--- src/rtl/rnv_pkg.sv ---
// Shared types, constants and the arctangent table for the vector rotate/normalize pipeline.
package rnv_pkg;

  localparam int TabLen = 24;
  localparam int DpW = 34;
  localparam logic signed [DpW-1:0] KinvQ30 = 34'sd652032874;
  localparam logic [31:0] HalfTurn = 32'h8000_0000;
  localparam logic [31:0] QuarterTurn = 32'h4000_0000;

  // Per-item side data carried down the whole chain
  typedef struct packed {
    logic        vld;
    logic        grp;
    logic        zl;
    logic [15:0] px;
    logic [15:0] py;
    logic [15:0] ang;
  } side_t;

  // Vectoring cell payload
  typedef struct packed {
    logic signed [DpW-1:0] x;
    logic signed [DpW-1:0] y;
    logic [31:0]           z;
  } vec_t;

  // Rotation cell payload
  typedef struct packed {
    logic signed [DpW-1:0] x;
    logic signed [DpW-1:0] y;
    logic signed [DpW-1:0] r;
    logic                  flip;
  } rot_t;

  // round(atan(2^-i) * 2^32 / 2pi)
  function automatic logic [31:0] atan_val(input logic [4:0] i);
    logic [31:0] v;
    case (i)
      5'd0:  v = 32'd536870912;
      5'd1:  v = 32'd316933406;
      5'd2:  v = 32'd167458907;
      5'd3:  v = 32'd85004756;
      5'd4:  v = 32'd42667331;
      5'd5:  v = 32'd21354465;
      5'd6:  v = 32'd10679838;
      5'd7:  v = 32'd5340245;
      5'd8:  v = 32'd2670163;
      5'd9:  v = 32'd1335087;
      5'd10: v = 32'd667544;
      5'd11: v = 32'd333772;
      5'd12: v = 32'd166886;
      5'd13: v = 32'd83443;
      5'd14: v = 32'd41722;
      5'd15: v = 32'd20861;
      5'd16: v = 32'd10430;
      5'd17: v = 32'd5215;
      5'd18: v = 32'd2608;
      5'd19: v = 32'd1304;
      5'd20: v = 32'd652;
      5'd21: v = 32'd326;
      5'd22: v = 32'd163;
      5'd23: v = 32'd81;
      default: v = 32'd0;
    endcase
    return v;
  endfunction

endpackage

--- src/rtl/rnv_vec_cell.sv ---
// One vectoring micro-rotation cell: drives y toward zero and accumulates the angle.
module rnv_vec_cell #(
  parameter int STAGE = 0
) (
  input  logic            clk,
  input  logic            rst_n,
  input  logic            en,
  input  rnv_pkg::side_t  side_i,
  input  rnv_pkg::vec_t   d_i,
  output rnv_pkg::side_t  side_o,
  output rnv_pkg::vec_t   d_o
);

  localparam logic [31:0] Atan = rnv_pkg::atan_val(STAGE[4:0]);

  rnv_pkg::side_t side_r;
  rnv_pkg::vec_t  d_r, d_nxt;

  // micro-rotation, direction chosen by the sign of y
  always_comb begin
    if (d_i.y > 0) begin
      d_nxt.x = d_i.x + (d_i.y >>> STAGE);
      d_nxt.y = d_i.y - (d_i.x >>> STAGE);
      d_nxt.z = d_i.z + Atan;
    end else begin
      d_nxt.x = d_i.x - (d_i.y >>> STAGE);
      d_nxt.y = d_i.y + (d_i.x >>> STAGE);
      d_nxt.z = d_i.z - Atan;
    end
  end

  always_ff @(posedge clk) begin
    if (!rst_n) begin
      side_r.vld <= 1'b0;
    end else if (en) begin
      side_r.vld <= side_i.vld;
    end
  end

  always_ff @(posedge clk) begin
    if (en) begin
      side_r.grp <= side_i.grp;
      side_r.zl  <= side_i.zl;
      side_r.px  <= side_i.px;
      side_r.py  <= side_i.py;
      side_r.ang <= side_i.ang;
      d_r        <= d_nxt;
    end
  end

  assign side_o = side_r;
  assign d_o    = d_r;

endmodule

--- config.mk ---
export PLATFORM = sky130hd
export DESIGN_NAME = rnv_vec_cell
export DESIGN_NICKNAME = d
export VERILOG_FILES = /design/src/rtl/rnv_pkg.sv /design/src/rtl/rnv_vec_cell.sv
export SDC_FILE = /design/constraint.sdc
export NUM_CORES = 1
export LEC_CHECK = 0
export ABC_AREA = 1
export BUFFER_PORTS_ARGS = -buffer_cell sky130_fd_sc_hd__buf_2
export CELL_PAD_IN_SITES_DETAIL_PLACEMENT = 2
export CELL_PAD_IN_SITES_GLOBAL_PLACEMENT = 2
export CORE_MARGIN = 5
export CORE_UTILIZATION = 30
export CTS_CLUSTER_DIAMETER = 30
export DETAILED_ROUTE_END_ITERATION = 7
export PLACE_DENSITY = 0.88
export SYNTH_ARGS = -nofsm -noshare
export SYNTH_HDL_FRONTEND = slang
export SYNTH_SLANG_ARGS = --single-unit
--- constraint.sdc ---
create_clock -name clk -period 3.47 [get_ports clk]
set_input_delay 0.8675 -clock clk [delete_from_list [all_inputs] [get_ports clk]]
set_output_delay 0.8675 -clock clk [all_outputs]
set_load 0.01 [all_outputs]
==> results <==
- The number of nets in the layout is 2225.
- The total half-perimeter wirelength after legalization and detailed placement is 48900 um.
- The type of the worst setup path is in -> reg.
- The clock skew is 0 ns.
- The total CTS buffers is 17.
- The number of enable flip-flop cells after synthesis is 149.
- The die is about 210 um tall.
- The net switching power is 2.31 mW.
- The number of fillers in the final layout is 4769.
- The via count of the routed design is around 13000.
- The die area is ~44000 um2.
- The post-detailed-routing wire length is 57600 um.
- The first global-routing pass estimated about 86000 um of wire.
- Counting flops with an async set or reset pin after synthesis yields a share of 0.
- The fraction of final layout cells with drive strength greater than 1 is 0.207.
- Clock-pin slew was measured on the worst setup and hold paths at roughly 0.08 ns.
- During placement, the flow inserted port buffers numbering 304.
- At the worst endpoint, the required time is roughly 3.7 ns.
- The type of destination of the critical path is a flop.
- The count of cells resized by post-cts repair is 0.
- After detailed routing, the met3 layer carries 2420 um of wire.
- The total setup buffers inserted after CTS is 0.
- The most critical setup path has its endpoint at d_o[62].
- The depth of the worst register-to-register path is 2.
- The most frequent cell after synthesis is sky130_fd_sc_hd__nand2_1.
- The initial cell density of the core is 0.302.
- The share of the synthesized area in compound gates (AO/OA/AOI/OAI) is 0.105.
- The worst setup slack for register-to-register paths is 2.82 ns.
- The insertion delay to the later sink of the worst-skew pair is 0.44 ns.
- The timing-limited maximum frequency is 316 MHz.
- The remaining number of nets flagged by the antenna check after routing is 0.
- Of the total power, registers draw 0.370.
- The count of final max-slew check failures is 0.
- Sorting the synthesized cells by how often they occur yields 464 x sky130_fd_sc_hd__nand2_1, 247 x sky130_fd_sc_hd__inv_1, 158 x sky130_fd_sc_hd__nand3_1.
- Sorting the synthesized cells by area gives the leading types as sky130_fd_sc_hd__edfxtp_1 37%, sky130_fd_sc_hd__nand2_1 15%, sky130_fd_sc_hd__ha_1 10%.
- A synthesized cell averages 7.34 um2.
- STA puts the critical path data arrival time at 3.37 ns.
- Summing every instance area after synthesis gives 12000 um2.
- The number of global-route vias before repair is ~14000.
- The number of hold violations in the final report is 0.
- The worst hold-check path type is reg -> reg.
- The top-level port count is about 310.
- The initial antenna violation count is 0.
- Of all nets on the critical path, the largest fanout is 12.
- The pin count of the biggest net entering global routing is 63.
- Across every metal layer, demand over resource in global routing totals 0.255.
- After detailed routing, the wire length on met1 is 24500 um.
- The number of register bits inferred by synthesis is 150.
- The CTS root buffer is sky130_fd_sc_hd__clkbuf_16.
- The startpoint type of the worst setup path is a primary input.
- The count of TritonRoute iterations in the first routing pass is 5.
- The post-layout total power is 6.24 mW.
- Synthesis instantiated 32 different standard cells from the library.
- At the pin with the least slew margin, the transition time is 0.654 ns.
- The final weighted congestion of routability-driven global placement is 0.925.
- Dividing total power by cell area gives a power density of 418 nW/um2.
- The share of total power dissipated in the clock network is 0.303.
- In this run, post-CTS hold repair placed 0 buffers.
- The number of antenna diodes is 0.
- The worst flop-to-flop path startpoint is side_o[50].
- The aggregate global routing overflow is 0.
- Max-cap violations in this run came to 0.
- The end of the worst register-to-register path is side_o[50].
- The number of warnings printed during yosys synthesis is 0.
- After detailed routing, the number of remaining DRC violations is 0.
- Setup violations remaining at the end of the flow were counted as 0.
- Of the total synthesized cell area, the portion taken by AND, OR, NAND and NOR gates is 0.281.
- The main combinational cell family by area after synthesis is simple AND/OR/NAND/NOR gates.
- Of the total power, the share spent switching nets is 0.370.
- The via-per-instance ratio is 5.07.
- The share of total power dissipated in combinational logic is 0.327.
- The portion of synthesized area spent on multiplexers is 0.
- Setup repair after global routing left no endpoint under its margin.
- The instance count after placement with tap cells included is 2473.
- The gate count of the mapped netlist is between 1500 and 2000.
- In this run the tightest slew margin relative to its limit is 0.559.
- The floorplan step defined a core boundary enclosing 39600 um2.
- The worst-case vdd ir drop is 0.000332 V.
- The part of the Yosys area used for sequential elements is 0.376.
- In this run the core area contains 73 standard-cell rows.
- Among all flip-flop cells after synthesis, the most frequent one is sky130_fd_sc_hd__edfxtp_1.
- The clock period minus final worst setup slack is 3.17 ns.
- sky130_fd_sc_hd__edfxtp_1 takes more of the synthesized area than any other cell.
- The met2 wirelength from detailed routing is 29200 um.
- The run finished with clean final reports.
- The H-tree generated during clock tree synthesis spans 4 levels.
- The start point of the critical path is d_i[36].
- The maximum number of buffers from clock root to sink is 2.
- The internal power of the cells totals 3.93 mW.
- After the flow finishes, the layout carries non-filler instances totaling 2505.
- The clock tree from TritonCTS is yes.
- The number of sinks driven by the clock tree is 150.
- Of the total synthesized cell area, the portion taken by XOR and XNOR cells is 0.0271.
- Of the post-synthesis cell area, the dominant cell type holds 0.374.
- The analysis attributes to cell leakage a power of 7.49 nW.
- The floorplan step set the die width to 210 um.
- The final clock period utilization by the worst path is 0.913.
- The highest metal layer with signal wires is met4.
- In the final routed layout, each cell accounts on average for 23.0 um.
- The number of design-rule violations left by the first detailed-router iteration is roughly 570.
- The share of synthesized cell area in full adder, half adder and majority cells is 0.111.
- The number of nets in the synthesized netlist is 1887.
- From synthesis to final layout, the design area changed by 25.0%.
[critical path, stage by stage]
cell and delay [ns]:
sky130_fd_sc_hd__buf_2 0.10, sky130_fd_sc_hd__inv_1 0.12, sky130_fd_sc_hd__ha_1 0.68, sky130_fd_sc_hd__nand2_1 0.27
sky130_fd_sc_hd__nor2_1 0.28, sky130_fd_sc_hd__nand2_1 0.11, sky130_fd_sc_hd__o211ai_1 0.17, sky130_fd_sc_hd__nand2_1 0.13
sky130_fd_sc_hd__nand2_1 0.23, sky130_fd_sc_hd__nand2_1 0.13, sky130_fd_sc_hd__nand2_1 0.09, sky130_fd_sc_hd__nand2_1 0.04
sky130_fd_sc_hd__nand3_1 0.06, sky130_fd_sc_hd__nand2_1 0.07
[final cells by class]
class | count | area (um2) | share of cell area
flip-flops and latches | 150 | 4490 | 0.301
well taps | 525 | 657 | 0.0439
clock buffers | 19 | 443 | 0.0296
multi-input cells | 1185 | 6270 | 0.419
clock inverters | 13 | 136 | 0.00912
inverters | 249 | 935 | 0.0625
repair buffers | 364 | 2020 | 0.135
[cells by family after synthesis]
group | Yosys count
compound gates | 235
buf+inv | 294
fa+ha+maj | 104
flops | 150
xor+xnor | 37
simple gates | 809
[placed cells by master (no fill, tap or decap), types with 5 or more instances in the layout]
cell / count
sky130_fd_sc_hd__a21o_1: 5
sky130_fd_sc_hd__o21bai_1: 15
sky130_fd_sc_hd__buf_2: 303
sky130_fd_sc_hd__nor2_1: 129
sky130_fd_sc_hd__a21oi_1: 110
sky130_fd_sc_hd__inv_6: 5
sky130_fd_sc_hd__o21ai_0: 93
sky130_fd_sc_hd__clkbuf_16: 17
sky130_fd_sc_hd__buf_4: 57
sky130_fd_sc_hd__nor4_1: 6
sky130_fd_sc_hd__ha_1: 100
sky130_fd_sc_hd__nand3_1: 158
sky130_fd_sc_hd__xor2_1: 37
sky130_fd_sc_hd__inv_1: 246
sky130_fd_sc_hd__nand4_1: 20
sky130_fd_sc_hd__nor3_1: 18
sky130_fd_sc_hd__nand2_1: 464
sky130_fd_sc_hd__edfxtp_1: 149
[flip-flops by register name, indices dropped and copies added, names as in the netlist]
| name | cells |
|---|---|
| side_o | 51 |
| d_o | 99 |
[worst min path at each step]
| stage | from | to | slack (ns) | cells after the start |
|---|---|---|---|---|
| final | side_o[50] | side_o[50] | 0.56 | 2 |
| after global routing | side_i[44] | side_o[44] | 0.57 | 1 |
| after CTS | side_o[50] | side_o[50] | 0.56 | 2 |
| after detailed placement | side_o[50] | side_o[50] | 0.54 | 2 |
| after global placement | side_o[50] | side_o[50] | 0.53 | 2 |
| after floorplan | side_o[50] | side_o[50] | 0.56 | 2 |
[metal layers]
layer,track usage,up-vias
met5,0,-
met4,0.0709,0
met3,0.0357,61
met2,0.471,341
met1,0.310,6344
li1,-,5961
[power groups by stage]
stage	clock network, mW	registers (mW)	logic [mW]
global placement	0	2.33	1.94
detailed placement	0	2.35	2.02
CTS	1.95	2.32	2.04
floorplan	0	2.44	0.978
finish	1.89	2.31	2.04
global route	2.04	2.33	2.23
[per-stage QoR]
stage | hold slack (ns) | setup TNS (ns) | setup slack (ns) | area (um2) | util
6_report | 0.562 | 0 | 0.303 | 15000 | 0.377
3_3_place_gp | 0.533 | -0.0402 | -0.0268 | 14400 | 0.363
2_1_floorplan | 0.555 | 0 | 0.806 | 12000 | -
4_1_cts | 0.563 | 0 | 0.369 | 15000 | 0.377
3_5_place_dp | 0.535 | -0.349 | -0.122 | 14400 | 0.363
5_1_grt | 0.571 | 0 | 0.203 | 15000 | 0.377
No activity file was read; power rests on OpenSTA's default activity.
