--- src/rtl/rnv_pkg.sv ---
// Shared types, constants and the arctangent table for the vector rotate/normalize pipeline.
package rnv_pkg;

  localparam int TabLen = 24;
  localparam int DpW = 34;
  localparam logic signed [DpW-1:0] KinvQ30 = 34'sd652032874;
  localparam logic [31:0] HalfTurn = 32'h8000_0000;
  localparam logic [31:0] QuarterTurn = 32'h4000_0000;

  // Per-item side data carried down the whole chain
  typedef struct packed {
    logic        vld;
    logic        grp;
    logic        zl;
    logic [15:0] px;
    logic [15:0] py;
    logic [15:0] ang;
  } side_t;

  // Vectoring cell payload
  typedef struct packed {
    logic signed [DpW-1:0] x;
    logic signed [DpW-1:0] y;
    logic [31:0]           z;
  } vec_t;

  // Rotation cell payload
  typedef struct packed {
    logic signed [DpW-1:0] x;
    logic signed [DpW-1:0] y;
    logic signed [DpW-1:0] r;
    logic                  flip;
  } rot_t;

  // round(atan(2^-i) * 2^32 / 2pi)
  function automatic logic [31:0] atan_val(input logic [4:0] i);
    logic [31:0] v;
    case (i)
      5'd0:  v = 32'd536870912;
      5'd1:  v = 32'd316933406;
      5'd2:  v = 32'd167458907;
      5'd3:  v = 32'd85004756;
      5'd4:  v = 32'd42667331;
      5'd5:  v = 32'd21354465;
      5'd6:  v = 32'd10679838;
      5'd7:  v = 32'd5340245;
      5'd8:  v = 32'd2670163;
      5'd9:  v = 32'd1335087;
      5'd10: v = 32'd667544;
      5'd11: v = 32'd333772;
      5'd12: v = 32'd166886;
      5'd13: v = 32'd83443;
      5'd14: v = 32'd41722;
      5'd15: v = 32'd20861;
      5'd16: v = 32'd10430;
      5'd17: v = 32'd5215;
      5'd18: v = 32'd2608;
      5'd19: v = 32'd1304;
      5'd20: v = 32'd652;
      5'd21: v = 32'd326;
      5'd22: v = 32'd163;
      5'd23: v = 32'd81;
      default: v = 32'd0;
    endcase
    return v;
  endfunction

endpackage

--- src/rtl/rnv_rot_cell.sv ---
// One rotation micro-rotation cell: drives the residual angle toward zero.
module rnv_rot_cell #(
  parameter int STAGE = 0
) (
  input  logic            clk,
  input  logic            rst_n,
  input  logic            en,
  input  rnv_pkg::side_t  side_i,
  input  rnv_pkg::rot_t   d_i,
  output rnv_pkg::side_t  side_o,
  output rnv_pkg::rot_t   d_o
);

  localparam logic signed [rnv_pkg::DpW-1:0] Atan =
    $signed({2'b00, rnv_pkg::atan_val(STAGE[4:0])});

  rnv_pkg::side_t side_r;
  rnv_pkg::rot_t  d_r, d_nxt;

  // micro-rotation, direction chosen by the sign of the residual
  always_comb begin
    d_nxt.flip = d_i.flip;
    if (d_i.r >= 0) begin
      d_nxt.x = d_i.x - (d_i.y >>> STAGE);
      d_nxt.y = d_i.y + (d_i.x >>> STAGE);
      d_nxt.r = d_i.r - Atan;
    end else begin
      d_nxt.x = d_i.x + (d_i.y >>> STAGE);
      d_nxt.y = d_i.y - (d_i.x >>> STAGE);
      d_nxt.r = d_i.r + Atan;
    end
  end

  always_ff @(posedge clk) begin
    if (!rst_n) begin
      side_r.vld <= 1'b0;
    end else if (en) begin
      side_r.vld <= side_i.vld;
    end
  end

  always_ff @(posedge clk) begin
    if (en) begin
      side_r.grp <= side_i.grp;
      side_r.zl  <= side_i.zl;
      side_r.px  <= side_i.px;
      side_r.py  <= side_i.py;
      side_r.ang <= side_i.ang;
      d_r        <= d_nxt;
    end
  end

  assign side_o = side_r;
  assign d_o    = d_r;

endmodule

--- config.mk ---
export PLATFORM = sky130hd
export DESIGN_NAME = rnv_rot_cell
export DESIGN_NICKNAME = d
export VERILOG_FILES = /design/src/rtl/rnv_pkg.sv /design/src/rtl/rnv_rot_cell.sv
export SDC_FILE = /design/constraint.sdc
export NUM_CORES = 1
export LEC_CHECK = 0
export ABC_AREA = 1
export BUFFER_PORTS_ARGS = -buffer_cell sky130_fd_sc_hd__buf_2
export CORE_MARGIN = 4
export CORE_UTILIZATION = 40
export DETAILED_ROUTE_END_ITERATION = 12
export PLACE_DENSITY_LB_ADDON = 0.15
export SLEW_MARGIN = 0
export SYNTH_ARGS = -nofsm -noshare
export SYNTH_HDL_FRONTEND = slang
export SYNTH_SLANG_ARGS = --single-unit
--- constraint.sdc ---
create_clock -name clk -period 3.1 [get_ports clk]
set_clock_uncertainty 0.2 [all_clocks]
set_input_delay 0.62 -clock clk [delete_from_list [all_inputs] [get_ports clk]]
set_output_delay 0.62 -clock clk [all_outputs]
set_load 0.005 [all_outputs]
==> results of run 1 <==
## registers in the layout, summed over array words and instances (netlist names)
| signal | flops |
|---|---|
| side_o | 51 |
| d_o | 102 |
## final cells by class
type                            count  area (µm²)  area share, %
Tap cell                          384         480           3.15
Clock inverter                     14         178           1.16
Sequential cell                   153        4580           30.0
Multi-Input combinational cell   1178        6340           41.5
Clock buffer                       18         429           2.81
Timing Repair Buffer              422        2460           16.1
Inverter                          213         800           5.24
Antenna cell                        1        2.50         0.0164
## final timing paths
kind	startpoint	endpoint	slack [ps]
max	d_i[60]	d_o[102]$_DFFE_PP_	430
min	side_i[18]	side_o[18]$_DFFE_PP_	160
max reg2reg	side_o[50]$_SDFFE_PN0P_	side_o[50]$_SDFFE_PN0P_	2230
min reg2reg	side_o[50]$_SDFFE_PN0P_	side_o[50]$_SDFFE_PN0P_	390
## routing by layer
metal | part of all wire, % | wire length [µm] | vias up
met3 | 7.7 | 3340 | 41
met4 | 1.6 | 698 | 2
met2 | 45 | 19700 | 492
met5 | 0.037 | 16 | -
li1 | - | - | 6032
met1 | 45 | 19600 | 5636
## where the power goes
group | total [µW] | switching, µW | internal [µW]
clock | 2200 | 975 | 1220
sequential | 2620 | 66.5 | 2550
combinational | 2160 | 1330 | 833
## worst reg2reg max path: cells and delay by family, from the launching register on
| family | cells | cell delay, ps |
|---|---|---|
| AOI/OAI and AO/OA | 2 | 220 |
| DFF | 1 | 330 |
## layout by cell type, fill, tap and decap left out, types with 6 or more instances in the layout
cell       count
a21oi_1      129
nand3_1      143
nor3_1        18
nor2_1       145
nor4_1         6
edfxtp_1     152
inv_1        210
nand4_1       13
o21ai_0       97
ha_1         104
buf_2        309
xor2_1        36
o21bai_1      13
clkbuf_16     17
a21o_1         9
nand2_1      426
buf_4        107
## logic make-up (layout without fill, tap and decap cells)
| group | after synthesis | after routing |
|---|---|---|
| other | 0 | 1 |
| AO/OA/AOI/OAI | 268 | 268 |
| AND/OR/NAND/NOR | 765 | 765 |
| flip-flops | 153 | 153 |
| adder cells (fa/ha/maj) | 108 | 108 |
| buffers and inverters | 254 | 667 |
| XOR/XNOR | 37 | 37 |
## stage by stage
| step | instance area (µm²) | setup WS (ps) | utilization (%) | cells | power [µW] |
|---|---|---|---|---|---|
| 2_1_floorplan | 11900 | 375 | - | 1585 | 3760 |
| 3_3_place_gp | 14700 | 21.2 | 50.4 | 2350 | 4780 |
| 3_5_place_dp | 14700 | 45.1 | 50.4 | 2350 | 4810 |
| 4_1_cts | 15300 | 511 | 52.5 | 2382 | 7010 |
| 5_1_grt | 15300 | 262 | 52.5 | 2382 | 7360 |
| 6_report | 15300 | 428 | 52.5 | 2383 | 6980 |
==> qor.yml, run 1 <==
run_status:
  status: "complete, no violations"
clock_tree:
  numCtsBuffers: 17
  clockBufferDepth: 2
  path_clk_slew_ps: 80
  cts_hold_buf: 0
  ctsHtreeMaxLevel: 4
  clock_latency_ps: 430
  clockRootBuffer: "clkbuf_16"
  postCtsSetupBuffers: 0
  clock-sinks: 153
  cts.repair.resized: 0
  cts_tree: "done"
pwr:
  p_leak_uw: 0.00763
  powerDensity_nw_per_um2: 457
  peakVddDrop_uv: 358
synthesis:
  yosysTopAreaCellShare_pct: 38.3
  synthArstFlopShare_pct: 0
  synth_top_cells_by_count: "426 x nand2_1, 210 x inv_1, 152 x edfxtp_1"
  ys_seq_elements: 153
  synth.most_common_cell: "nand2_1"
  yosysSeqAreaShare_pct: 38.4
  netlist_area_um2: 11900
  synth_warnings: 0
  synth_mux_area_share_pct: 0
  synthAdderAreaFrac_pct: 11.6
  synthFlopType: "edfxtp_1"
  ys_top_cells_by_area: "edfxtp_1 38%, nand2_1 13%, ha_1 11%, inv_1 6.6%, nand3_1 6.0%"
  synth-compound-area-share_pct: 12.1
  syn-num-nets: 1850
  synth_top_family_by_area: "simple AND/OR/NAND/NOR gates"
  synth_edf_count: 152
  avgSynthCellArea_um2: 7.53
  netlist_instances: 1585
  synthXorXnorAreaFrac_pct: 2.72
  synthSimpleGateAreaFrac_pct: 26.6
  netlist-cell-type-count: 38
  yosys.area.top_type: "edfxtp_1"
drt:
  post-route-drc-count: 0
  vias: 12203
  wirelength_mm: 43.4
  wire_per_inst_um: 18.2
  dr.pass1.iters: 5
  postRouteAntennaNets: 0
  dr.first_iter.drc_count: 963
  vias_per_cell: 5.12
sta:
  hold_violations: 0
  fin_setup_tns_ps: 0
  holdWs_ps: 158
  rsz0062_at_grt: "no"
  slew_headroom_pct: 63.6
  setup_viol: 0
  report.final.slew_viol_count: 0
  timing.fmax_mhz: 374
  fin_crit_sh_pct: 86.2
  tightestPinTransition_ps: 546
  period_minus_slack_ps: 2670
setup_path:
  reg2regPathDepth: 2
  cp-end-kind: "register"
  cpMaxStageDelayCell: "ha_1"
  critPathRequiredTime_ps: 3100
  worst_path_largest_cell_delay_ps: 560
  path_common_cell: "nand2_1"
  path_class: "in -> reg"
  cp_cell_sequence: "buf_2 -> inv_1 -> ha_1 -> nand4_1 -> nor3_1 -> nand2_1 -> o21ai_0 -> nor2_1 -> nand2_1 -> nand2_1 -> nand3_1 -> nand2_1"
  path_buf_inv: 2
  cp_max_fo: 9
  cp.depth: 12
  cp-start-kind: "input port"
  critPathArrivalTime_ps: 2670
  critical_path.top_delay_family: "simple AND/OR/NAND/NOR gates"
global_route:
  grt_max_degree: 73
  use_met3_pct: 3.94
  grt_usage_pct: 25.5
  met1_usage_pct: 35.5
  antenna_found_initial: 1
  grt_pass1_vias: 11752
  gr-usage-met2_pct: 42.2
  grt_remaining_overflow: 0
  busiest_layer: "met2"
  grt_pass1_wl_mm: 65.4
floorplanning:
  start_util_pct: 41.0
  coreArea_um2: 29100
  row_count: 62
  die_w_um: 181
  pin_count: 311
  chipHeight_um: 181
  dieArea_um2: 32700
layout:
  drive_gt1_share_pct: 23.4
  final_nets: 2250
  syn_to_final_growth_pct: 28.0
  final.fill_count: 2931
placement:
  dp.final_hpwl_mm: 36.3
  routabilityCongestion: 0.959
  portBuffers: 310
worst_hold_path:
  holdCritPathClass: "in -> reg"
  worstHoldPathCells: 1
flow_run:
  max_cap_violations: 0
No activity file was read; power rests on OpenSTA's default activity.
==> inputs of run 2 (changes only) <==
- CORE_ASPECT_RATIO: default -> 0.75
- clock period: 3.1 -> 2.9 ns (I/O delays scaled with it)
==> run 2 against run 1 <==
  * Global-route usage rose by 2.1 points
  * Clock-buffer cell count did not move
  * Cell count rose by 5.7%
  * Non-clock buffer count rose by 129
  * Critical path type unchanged
  * Critical path depth rose by 2
  * Utilization rose by 3.0 points
  * Combinational power rose by 19%
  * Clock power rose by 6%
  * Die area barely moved
  * Register-to-register slack got worse by 200 ps
  * Critical endpoint is now d_o[60]$_DFFE_PP_
  * Via count rose by 4.4%
==> qor.yml, run 2 (synthesis results as in run 1) <==
run_status:
  status: "complete, no violations"
global_route:
  grt_max_degree: 62
  antenna_found_initial: 0
  grt_remaining_overflow: 0
  grt_pass1_vias: 12102
  grt_pass1_wl_mm: 69.8
  grt_usage_pct: 27.6
placement:
  routabilityCongestion: 0.979
  portBuffers: 310
  place_area_um2: 15600
  pre_cts_ws_ps: -205
  dp.final_hpwl_mm: 39.2
setup_path:
  path_buf_inv: 4
  critical_path.top_delay_family: "simple AND/OR/NAND/NOR gates"
  reg2reg_slack_ps: 2030
  cp-end-kind: "register"
  cp_cell_sequence: "buf_2 -> inv_1 -> ha_1 -> nand2_1 -> nor2_1 -> inv_1 -> nor2_1 -> inv_1 -> nor2_1 -> a21oi_1 -> o21ai_0 -> nand2_1 -> nand3_1 -> nand2_1"
  cp_max_fo: 9
  critPathArrivalTime_ps: 2720
  critPathRequiredTime_ps: 2890
  cp-start-kind: "input port"
  path_class: "in -> reg"
  cpMaxStageDelayCell: "ha_1"
  worst_path_largest_cell_delay_ps: 540
floorplanning:
  coreArea_um2: 29300
  start_util_pct: 40.8
  dieArea_um2: 32700
  die_w_um: 207
  pin_count: 311
  chipHeight_um: 158
  row_count: 54
pwr:
  p_leak_uw: 0.00823
  combPwrFrac_pct: 33.4
  p_int_uw: 5020
  powerDensity_nw_per_um2: 474
  power_frac_seq_pct: 36.3
  switchingPower_uw: 2680
  peakVddDrop_uv: 380
  clkPwrFrac_pct: 30.3
  report.power.total_uw: 7690
  netSwitchingFraction_pct: 34.8
clock_tree:
  numCtsBuffers: 17
  clockRootBuffer: "clkbuf_16"
  ctsHtreeMaxLevel: 4
  cts_hold_buf: 0
  clockBufferDepth: 2
  clock-sinks: 153
  path_clk_slew_ps: 80
  postCtsSetupBuffers: 0
  cts_tree: "done"
  cts.repair.resized: 0
  clock_latency_ps: 430
drt:
  vias: 12741
  post-route-drc-count: 0
  dr.first_iter.drc_count: 1120
  wirelength_mm: 46.6
  vias_per_cell: 5.06
  dr.pass1.iters: 5
  postRouteAntennaNets: 0
  wire_per_inst_um: 18.5
layout:
  diodes: 0
  final_common_cell: "nand2_1"
  drive_gt1_share_pct: 28.1
  final_area_um2: 16200
  final_nets: 2379
  syn_to_final_growth_pct: 36.0
  final_cell_mix: "426 x nand2_1, 309 x buf_2, 236 x buf_4, 210 x inv_1, 152 x edfxtp_1"
  largest_reg_flops: 102
flow_run:
  max_cap_violations: 0
sta:
  report.final.slew_viol_count: 0
  setup_ws_ps: 170
  slew_headroom_pct: 65.3
  hold_violations: 0
  fin_crit_sh_pct: 94.2
  tightestPinTransition_ps: 521
  setup_viol: 0
  fin_setup_tns_ps: 0
  rsz0062_at_grt: "no"
  period_minus_slack_ps: 2730
  timing.fmax_mhz: 366
worst_hold_path:
  holdCritPathClass: "in -> reg"
==> run 2: changes by cell type in the layout (fill, tap and decap cells not counted) <==
cell        previous run  this run
inv_6                  5         3
clkinv_4               4         3
bufinv_16              2         1
clkinv_2               0         1
buf_4                107       236
clkinv_8               1         2
clkinvlp_4             0         1
inv_8                  2         3
diode_2                1         0
==> run 2: final cells by class <==
type | count | area, µm²
Tap cell | 392 | 490
Fill cell | 2797 | 13000
Sequential cell | 153 | 4580
Timing Repair Buffer | 551 | 3430
Multi-Input combinational cell | 1178 | 6340
Inverter | 213 | 800
Clock buffer | 18 | 429
Clock inverter | 14 | 161
==> run 2: worst paths after layout <==
kind | startpoint | to | depth (start not counted)
worst min register to register | side_o[50]$_SDFFE_PN0P_ | side_o[50]$_SDFFE_PN0P_ | 2
worst min-delay path | side_i[26] | side_o[26]$_DFFE_PP_ | 1
worst max register to register | side_o[50]$_SDFFE_PN0P_ | side_o[50]$_SDFFE_PN0P_ | 2
worst max-delay path | d_i[59] | d_o[60]$_DFFE_PP_ | 14
==> run 2: per-stage QoR <==
| step | hold slack [ps] | utilization, % | std cells |
|---|---|---|---|
| floorplan | 325 | - | 1585 |
| global placement | 332 | 53.5 | 2487 |
| detailed placement | 343 | 53.5 | 2487 |
| CTS | 90.7 | 55.5 | 2519 |
| global route | 87.6 | 55.5 | 2519 |
| finish | 115 | 55.5 | 2519 |
==> run 2: power by group through the flow <==
stage | Sequential (µW) | Clock [µW] | Combinational, µW
2_1_floorplan | 2880 | 0 | 1140
3_3_place_gp | 2830 | 0 | 2520
3_5_place_dp | 2840 | 0 | 2540
4_1_cts | 2790 | 2370 | 2550
5_1_grt | 2810 | 2470 | 2830
6_report | 2790 | 2330 | 2570
==> run 2: per-layer routing <==
metal / routed length [µm] / global-route usage (%)
met1: 22900 / 42.1
met2: 19400 / 41.5
met3: 3580 / 4.71
met4: 673 / 5.88
met5: 0 / 0
==> inputs of run 3 (changes only) <==
- SETUP_SLACK_MARGIN: default -> 0.3
==> run 3 against run 2 <==
  * First-iteration DRC count fell by 7.9%
  * Cell area fell by 0.39%
  * Critical endpoint is now d_o[98]$_DFFE_PP_
  * Clock power fell by 5%
  * Largest power group unchanged
  * Sequential power barely moved
  * Highest routed layer is now met5
==> qor.yml, run 3 (synthesis results as in run 1) <==
pwr:
  p_leak_uw: 0.00812
  report.power.total_uw: 7540
  powerDensity_nw_per_um2: 467
  peakVddDrop_uv: 326
layout:
  largest_reg_flops: 102
  final_util_pct: 55.3
  final_nets: 2361
  final_area_um2: 16200
  final_common_cell: "nand2_1"
  drive_gt1_share_pct: 29.0
  syn_to_final_growth_pct: 35.5
  final.fill_count: 2859
  seq_area_um2: 4580
  multiInputGateArea_um2: 6450
  final_cell_mix: "426 x nand2_1, 309 x buf_2, 219 x buf_4, 209 x inv_1, 152 x edfxtp_1"
setup_path:
  critical_path.top_delay_family: "compound AO/OA/AOI/OAI gates"
  path_class: "in -> reg"
  worst_path_largest_cell_delay_ps: 400
  reg2reg_slack_ps: 2040
  path_buf_inv: 3
  reg2reg_to: "side_o[50]$_SDFFE_PN0P_"
  cpMaxStageDelayCell: "ha_2"
  cp_max_fo: 5
  r2r_start: "side_o[50]$_SDFFE_PN0P_"
  critPathRequiredTime_ps: 2890
  critPathArrivalTime_ps: 2460
  cp.depth: 11
  cp-start-kind: "input port"
  cp-end-kind: "register"
  reg2regPathDepth: 2
  cp_cell_sequence: "buf_2 -> inv_1 -> ha_2 -> inv_1 -> a21oi_1 -> a21boi_0 -> o21bai_1 -> a21oi_1 -> nand3_1 -> nand3_1 -> nand2_1"
floorplanning:
  chipHeight_um: 158
  dieArea_um2: 32700
  row_count: 54
  die_w_um: 207
  start_util_pct: 40.8
  coreArea_um2: 29300
  pin_count: 311
placement:
  portBuffers: 310
  pre_cts_ws_ps: -155
  dp.final_hpwl_mm: 37.1
  routabilityCongestion: 0.919
  place_area_um2: 15500
drt:
  postRouteAntennaNets: 0
  wire_per_inst_um: 17.8
  dr.pass1.iters: 5
  post-route-drc-count: 0
  vias: 12530
  dr.first_iter.drc_count: 1032
  wirelength_mm: 44.5
  vias_per_cell: 5.01
global_route:
  grt_usage_pct: 26.1
  grt_max_degree: 51
  grt_pass1_wl_mm: 66.1
  antenna_found_initial: 1
  use_met3_pct: 4.66
  gr-usage-met2_pct: 40.6
  grt_remaining_overflow: 0
  met1_usage_pct: 39.1
  busiest_layer: "met2"
  grt_pass1_vias: 11677
sta:
  slew_headroom_pct: 70.7
  tightestPinTransition_ps: 435
  fin_crit_sh_pct: 85.2
  hold_violations: 0
  rsz0062_at_grt: "yes"
  setup_viol: 0
  period_minus_slack_ps: 2470
  timing.fmax_mhz: 405
  setup_ws_ps: 430
  report.final.slew_viol_count: 0
  holdWs_ps: 106
worst_hold_path:
  worstHoldPathCells: 1
  holdPathEnd: "side_o[43]$_DFFE_PP_"
  hp-start: "side_i[43]"
  holdCritPathClass: "in -> reg"
clock_tree:
  path_clk_slew_ps: 80
  cts_tree: "done"
  postCtsSetupBuffers: 0
  ctsHtreeMaxLevel: 4
  clockBufferDepth: 2
  clockRootBuffer: "clkbuf_16"
  numCtsBuffers: 17
  clock-sinks: 153
  clock_latency_ps: 420
  cts.repair.resized: 1
  cts_hold_buf: 0
flow_run:
  max_cap_violations: 0
run_status:
  status: "complete, no violations"
## run 3: worst max path at each step
| stage | startpoint | slack (ps) | end |
|---|---|---|---|
| floorplan | d_i[34] | 340 | d_o[34]$_DFFE_PP_ |
| global placement | d_i[69] | -80 | d_o[101]$_DFFE_PP_ |
| detailed placement | d_i[69] | -160 | d_o[93]$_DFFE_PP_ |
| CTS | d_i[59] | 350 | d_o[68]$_DFFE_PP_ |
| global route | d_i[35] | 290 | d_o[67]$_DFFE_PP_ |
| finish | d_i[59] | 430 | d_o[98]$_DFFE_PP_ |
## run 3: layout make-up
class,count,share of cell area [%]
Antenna cell,1,0.0155
Clock buffer,17,2.63
Clock inverter,15,0.844
Inverter,213,4.95
Multi-Input combinational cell,1178,39.9
Sequential cell,153,28.4
Tap cell,392,3.03
Timing Repair Buffer,533,20.3
## run 3: metal layers
| layer | routed length [µm] | vias to the layer above |
|---|---|---|
| li1 | - | 6256 |
| met1 | 21600 | 5732 |
| met2 | 19000 | 513 |
| met3 | 3550 | 27 |
| met4 | 349 | 2 |
| met5 | 13 | - |
## run 3: report_power, final
group	switching [µW]	total [µW]	internal, µW
clock	1090	2220	1130
sequential	56.5	2790	2730
combinational	1490	2540	1050
total	2640	7540	4910
## run 3: through the flow
stage / TNS, ps / instances
CTS: 0 / 2501
finish: 0 / 2502
global route: 0 / 2501
global placement: -512 / 2469
detailed placement: -1030 / 2469
floorplan: 0 / 1585
